--- config.mk ---
export PLATFORM = sky130hd
export DESIGN_NAME = isqrt_rem_128
export DESIGN_NICKNAME = d
export VERILOG_FILES = /design/src/design/isqrt_pkg.sv /design/src/design/isqrt_step.sv /design/src/design/isqrt_rem_128.sv
export SDC_FILE = /design/constraint.sdc
export NUM_CORES = 1
export LEC_CHECK = 0
export ABC_AREA = 1
export BUFFER_PORTS_ARGS = -buffer_cell sky130_fd_sc_hd__buf_4
export CAP_MARGIN = 20
export CORE_ASPECT_RATIO = 2
export CORE_MARGIN = 3
export CORE_UTILIZATION = 60
export CTS_CLUSTER_SIZE = 25
export DETAILED_ROUTE_END_ITERATION = 12
export PLACE_DENSITY_LB_ADDON = 0.2
export SLEW_MARGIN = 20
export SYNTH_ARGS = -nofsm -noshare
export SYNTH_HDL_FRONTEND = slang
export SYNTH_SLANG_ARGS = --single-unit
--- constraint.sdc ---
create_clock -name clk_i -period 17.5 [get_ports clk_i]
set_input_delay 2.625 -clock clk_i [delete_from_list [all_inputs] [get_ports clk_i]]
set_output_delay 2.625 -clock clk_i [all_outputs]
set_load 0.01 [all_outputs]
--- src/design/isqrt_pkg.sv ---
// Package for the 128-bit square root block: request and response types,
// remainder size codes and sequencer states. No dependencies.
`timescale 1ns / 1ps

package isqrt_pkg;

  localparam int unsigned DATA_W = 64;

  typedef struct packed {
    logic [DATA_W-1:0] n_high;
    logic [DATA_W-1:0] n_low;
  } isqrt_req_t;

  typedef struct packed {
    logic [DATA_W-1:0] root;
    logic [DATA_W-1:0] rem_low;
    logic              rem_high;
    logic [1:0]        rem_size;
  } isqrt_rsp_t;

  localparam logic [1:0] REM_SIZE_ZERO = 2'd0;
  localparam logic [1:0] REM_SIZE_LOW  = 2'd1;
  localparam logic [1:0] REM_SIZE_HIGH = 2'd2;

  typedef enum logic [1:0] {
    ST_IDLE,
    ST_BUSY,
    ST_DONE
  } isqrt_state_e;

endpackage

--- src/design/isqrt_step.sv ---
// One restoring square root step: shifts a digit pair into the partial
// remainder, compares against 4s+1 and subtracts. Uses no package.
`timescale 1ns / 1ps

module isqrt_step #(
  parameter int unsigned ROOT_BITS = 64
) (
  input  logic [ROOT_BITS:0]   rem_i,
  input  logic [ROOT_BITS-1:0] root_i,
  input  logic [1:0]           pair_i,
  output logic [ROOT_BITS:0]   rem_o,
  output logic [ROOT_BITS-1:0] root_o
);

  logic [ROOT_BITS+2:0] shifted;
  logic [ROOT_BITS+2:0] trial;
  logic [ROOT_BITS+2:0] diff;
  logic                 ge;

  assign shifted = {rem_i, pair_i};
  assign trial   = {1'b0, root_i, 2'b01};
  assign diff    = shifted - trial;
  assign ge      = (shifted >= trial);
  assign rem_o   = ge ? diff[ROOT_BITS:0] : shifted[ROOT_BITS:0];
  assign root_o  = {root_i[ROOT_BITS-2:0], ge};

endmodule

--- src/design/isqrt_rem_128.sv ---
// Top level of the 128-bit integer square root with remainder.
// Depends on isqrt_pkg and isqrt_step.
`timescale 1ns / 1ps

// A request is taken only while the block is idle. The root is built one bit
// per cycle by a single compare-and-subtract unit while the block is busy,
// after which the response is held until it is taken. No new request is
// accepted until that response has been taken. Radicand bits at and above
// position 2*ROOT_BITS are ignored.
module isqrt_rem_128 #(
  parameter int unsigned ROOT_BITS = 64
) (
  input  logic               clk_i,
  input  logic               rst_ni,
  input  logic               in_valid_i,
  output logic               in_ready_o,
  input  isqrt_pkg::isqrt_req_t in_req_i,
  output logic               out_valid_o,
  input  logic               out_ready_i,
  output isqrt_pkg::isqrt_rsp_t out_rsp_o
);

  import isqrt_pkg::*;

  localparam int unsigned CNT_W = $clog2(ROOT_BITS);

  isqrt_state_e             state_q, state_d;
  logic [CNT_W-1:0]         cnt_q, cnt_d;
  logic [2*ROOT_BITS-1:0]   n_q, n_d;
  logic [ROOT_BITS:0]       rem_q, rem_d, rem_step;
  logic [ROOT_BITS-1:0]     root_q, root_d, root_step;
  logic [2*DATA_W-1:0]      n_full;
  logic [DATA_W:0]          rem_ext;

  assign n_full = {in_req_i.n_high, in_req_i.n_low};

  isqrt_step #(
    .ROOT_BITS(ROOT_BITS)
  ) u_step (
    .rem_i  (rem_q),
    .root_i (root_q),
    .pair_i (n_q[2*ROOT_BITS-1 -: 2]),
    .rem_o  (rem_step),
    .root_o (root_step)
  );

  always_ff @(posedge clk_i or negedge rst_ni) begin
    if (!rst_ni) begin
      state_q <= ST_IDLE;
      cnt_q   <= '0;
    end else begin
      state_q <= state_d;
      cnt_q   <= cnt_d;
    end
  end

  always_ff @(posedge clk_i) begin
    n_q    <= n_d;
    rem_q  <= rem_d;
    root_q <= root_d;
  end

  always_comb begin
    state_d     = state_q;
    cnt_d       = cnt_q;
    n_d         = n_q;
    rem_d       = rem_q;
    root_d      = root_q;
    in_ready_o  = 1'b0;
    out_valid_o = 1'b0;
    unique case (state_q)
      ST_IDLE: begin
        in_ready_o = 1'b1;
        if (in_valid_i) begin
          n_d     = n_full[2*ROOT_BITS-1:0];
          rem_d   = '0;
          root_d  = '0;
          cnt_d   = CNT_W'(ROOT_BITS - 1);
          state_d = ST_BUSY;
        end
      end
      ST_BUSY: begin
        n_d    = {n_q[2*ROOT_BITS-3:0], 2'b00};
        rem_d  = rem_step;
        root_d = root_step;
        cnt_d  = cnt_q - 1'b1;
        if (cnt_q == '0) begin
          state_d = ST_DONE;
        end
      end
      ST_DONE: begin
        out_valid_o = 1'b1;
        if (out_ready_i) begin
          state_d = ST_IDLE;
        end
      end
      default: begin
        state_d = ST_IDLE;
      end
    endcase
  end

  assign rem_ext = (DATA_W + 1)'(rem_q);

  always_comb begin
    out_rsp_o.root     = DATA_W'(root_q);
    out_rsp_o.rem_low  = rem_ext[DATA_W-1:0];
    out_rsp_o.rem_high = rem_ext[DATA_W];
    if (rem_ext[DATA_W]) begin
      out_rsp_o.rem_size = REM_SIZE_HIGH;
    end else if (rem_ext[DATA_W-1:0] != '0) begin
      out_rsp_o.rem_size = REM_SIZE_LOW;
    end else begin
      out_rsp_o.rem_size = REM_SIZE_ZERO;
    end
  end

endmodule

==> results.tsv <==
stage	metric	value	unit
timing	fin_crit_sh	31.64	%
place	gp_congestion	1.060	
floorplan	die_area	0.03197	mm2
timing	slew_headroom	20.05	%
timing	tns	0	ns
yosys	ys_top_cells_by_area	edfxtp_1 43%, nand2_1 23%, inv_1 8.8%, nor2_1 5.9%, ha_1 4.8%	
clocking	hold_buffers	0	
clocking	cts_buffers	24	
cells_and_area	antenna_cells	0	
yosys	synth_edf_count	257	
routing	drt-initial-drc-count	1296	
place	postPlaceCellArea	0.02006	mm2
yosys	synthDistinctLibCells	33	
yosys	synth_top_cell_by_area	edfxtp_1	
timing	setup_viol	0	
grt	grt_pass1_vias	17497	
timing	layout_setup_ws	11.96	ns
clocking	cts_tree	yes	
place	dp.final_hpwl	47580	um
critical_path	critPathRequiredTime	14.88	ns
critical_path	cp_slowest_stage_delay	1.03	ns
routing	drc	0	
yosys	syn_inst	2533	
yosys	syn-num-nets	2733	
floorplan	io_pins	265	
grt	grt_overflow_total	0	
cells_and_area	drive_gt1_share	13.16	%
routing	num_vias	17225	
yosys	yosys_most_used_dff	edfxtp_1	
run_status	outcome	completed	
critical_path	cp.arrival	2.91	ns
yosys	ys_ff_latch	265	
routing	drt-total-wl	62460	um
timing	rsz0062_at_grt	no	
routing	dr.pass1.iters	7	
place	numPortBuffers	264	
critical_path	crit_family	simple AND/OR/NAND/NOR gates	
cells_and_area	fin_nets	2971	
place	place_ws	11.88	ns
clocking	cts.sinks	265	
critical_path	cp_slowest_cell	nor4_1	
floorplan	die_w	127.9	um
critical_path	critical_path_class	reg2out	
clocking	path_clk_slew	0.07	ns
critical_path	start_kind	flip-flop	
cells_and_area	area_growth	16.99	%
routing	avgRoutedWirePerCell	19.84	um
floorplan	rows	88	
clocking	clk_latency	0.56	ns
clocking	post_cts_buffers	0	
cells_and_area	final_area	0.02088	mm2
timing	fmax	180.6	MHz
routing	detail-route-antenna-nets	0	
floorplan	start_util	61.39	%
grt	grt_max_degree	199	
yosys	yosysMostFrequentCell	nand2_1	
critical_path	cp_common_cell	nor4_1	
clocking	clk_path_buf_depth	3	
clocking	cts-root-buf	clkbuf_16	
yosys	seq_area_frac_synth	44.37	%
critical_path	crit_chain	nor4_1 -> nand4_1 -> nor4_1 -> a21oi_1 -> buf_4	
critical_path	path_buf_inv	1	
grt	grt_pass1_wl	93700	um
routing	via_per_inst	5.470	
clocking	h-tree-depth	1	
yosys	syn_area_per_cell	7.045	um2
timing	min_period	5.536	ns
hold_path	worstHoldPathType	reg2reg	
grt	antenna_found_initial	0	
yosys	ys_warn_count	0	
floorplan	die_h	249.9	um
flow_run	maxCapViolCount	0	
clocking	cts-resized-gates	0	
yosys	synth_common_cells	1,115 x nand2_1, 417 x inv_1, 282 x nor2_1	
yosys	synth_area	0.01784	mm2
timing	hold_violations	0	
critical_path	cp_max_fo	4	
timing	drv_slew	0	
timing	fin_skew	0.03091	ns
floorplan	core	0.02907	mm2
critical_path	endpoint_kind	output pin	
yosys	synth_top_area_share	43.25	%
timing	worst_slew_pin_slew	1.188	ns
yosys	async_flop_share	3.019	%
grt	grt_usage	38.25	%
[final timing paths]
check	start	endpoint	slack, ns	cells after the start
max	rem_ext[39]	out_rsp_o[0]	11.96	5
max reg2reg	rem_ext[40]	rem_ext[11]	12.68	15
min in group asynchronous	rst_ni	state_q[1]	1.89	1
min reg2reg	n_q[85]	n_q[87]	0.52	2
max in group asynchronous	rst_ni	cnt_q[0]	15.47	1
min	n_q[85]	n_q[87]	0.52	2
[metrics by stage]
step	utilization [%]	hold slack, ns	std cells
final	71.82	0.5228	3149
after global routing	71.82	0.5374	3149
after CTS	71.80	0.5176	3149
after detailed placement	69.02	0.5052	3105
after global placement	69.02	0.4880	3105
after floorplan	-	0.4726	2533
[cell usage in the layout (no fill, tap or decap), drive strengths merged]
cell type | Yosys | routed
a31oi | 1 | 1
dfrtp | 8 | 8
nand3 | 82 | 82
and2 | 4 | 4
a21oi | 58 | 58
nand3b | 37 | 37
and3 | 2 | 2
buf | 26 | 273
edfxtp | 257 | 257
o21ai | 8 | 8
nor2 | 315 | 315
nor3 | 12 | 12
bufinv | 0 | 2
clkinv | 0 | 10
clkbuf | 35 | 29
nand2 | 1118 | 1118
clkinvlp | 0 | 3
inv | 429 | 429
xnor2 | 1 | 1
o21bai | 3 | 3
nor4 | 19 | 19
o22ai | 1 | 1
or2 | 1 | 1
ha | 68 | 68
nand4 | 18 | 18
xor2 | 30 | 30
[cell families (layout without fill, tap and decap cells)]
family / after synthesis / in the layout / share of synthesized area, %
buffers and inverters: 490 / 746 / 10.82
flip-flops: 265 / 265 / 44.37
AO/OA/AOI/OAI: 71 / 71 / 2.047
adder cells (fa/ha/maj): 68 / 68 / 4.768
AND/OR/NAND/NOR: 1608 / 1608 / 36.47
XOR/XNOR: 31 / 31 / 1.522
[area by class of cell]
type	count	area, um2
clock buffer	29	660.6
clock inverter	15	147.6
fill	2262	8192
inverter	429	1615
multi-input combinational	1778	8023
sequential	265	7918
tap	360	450.4
timing repair buffer	273	2062
[metal layers]
metal / global-route usage, % / vias to the layer above / share of wire, %
met2: 70.45 / 881 / 53
met3: 5.890 / 266 / 6.1
met4: 29.11 / 0 / 8.9
met5: 0 / - / 0
li1: - / 8247 / -
met1: 36.94 / 7831 / 32
[tightest hold or removal path, stage by stage, from the launching register on]
cell and delay (ns):
edfxtp_1 0.33, nand2_1 0.05, nand2_1 0.05
[registers in the layout, indices dropped and copies added, names as in the netlist]
register / count
cnt_q: 6
root_q: 64
state_q: 2
rem_ext: 65
n_q: 128
Power is not shown: default switching activity piles up to over one toggle a cycle in this logic, so the estimate is an artifact.
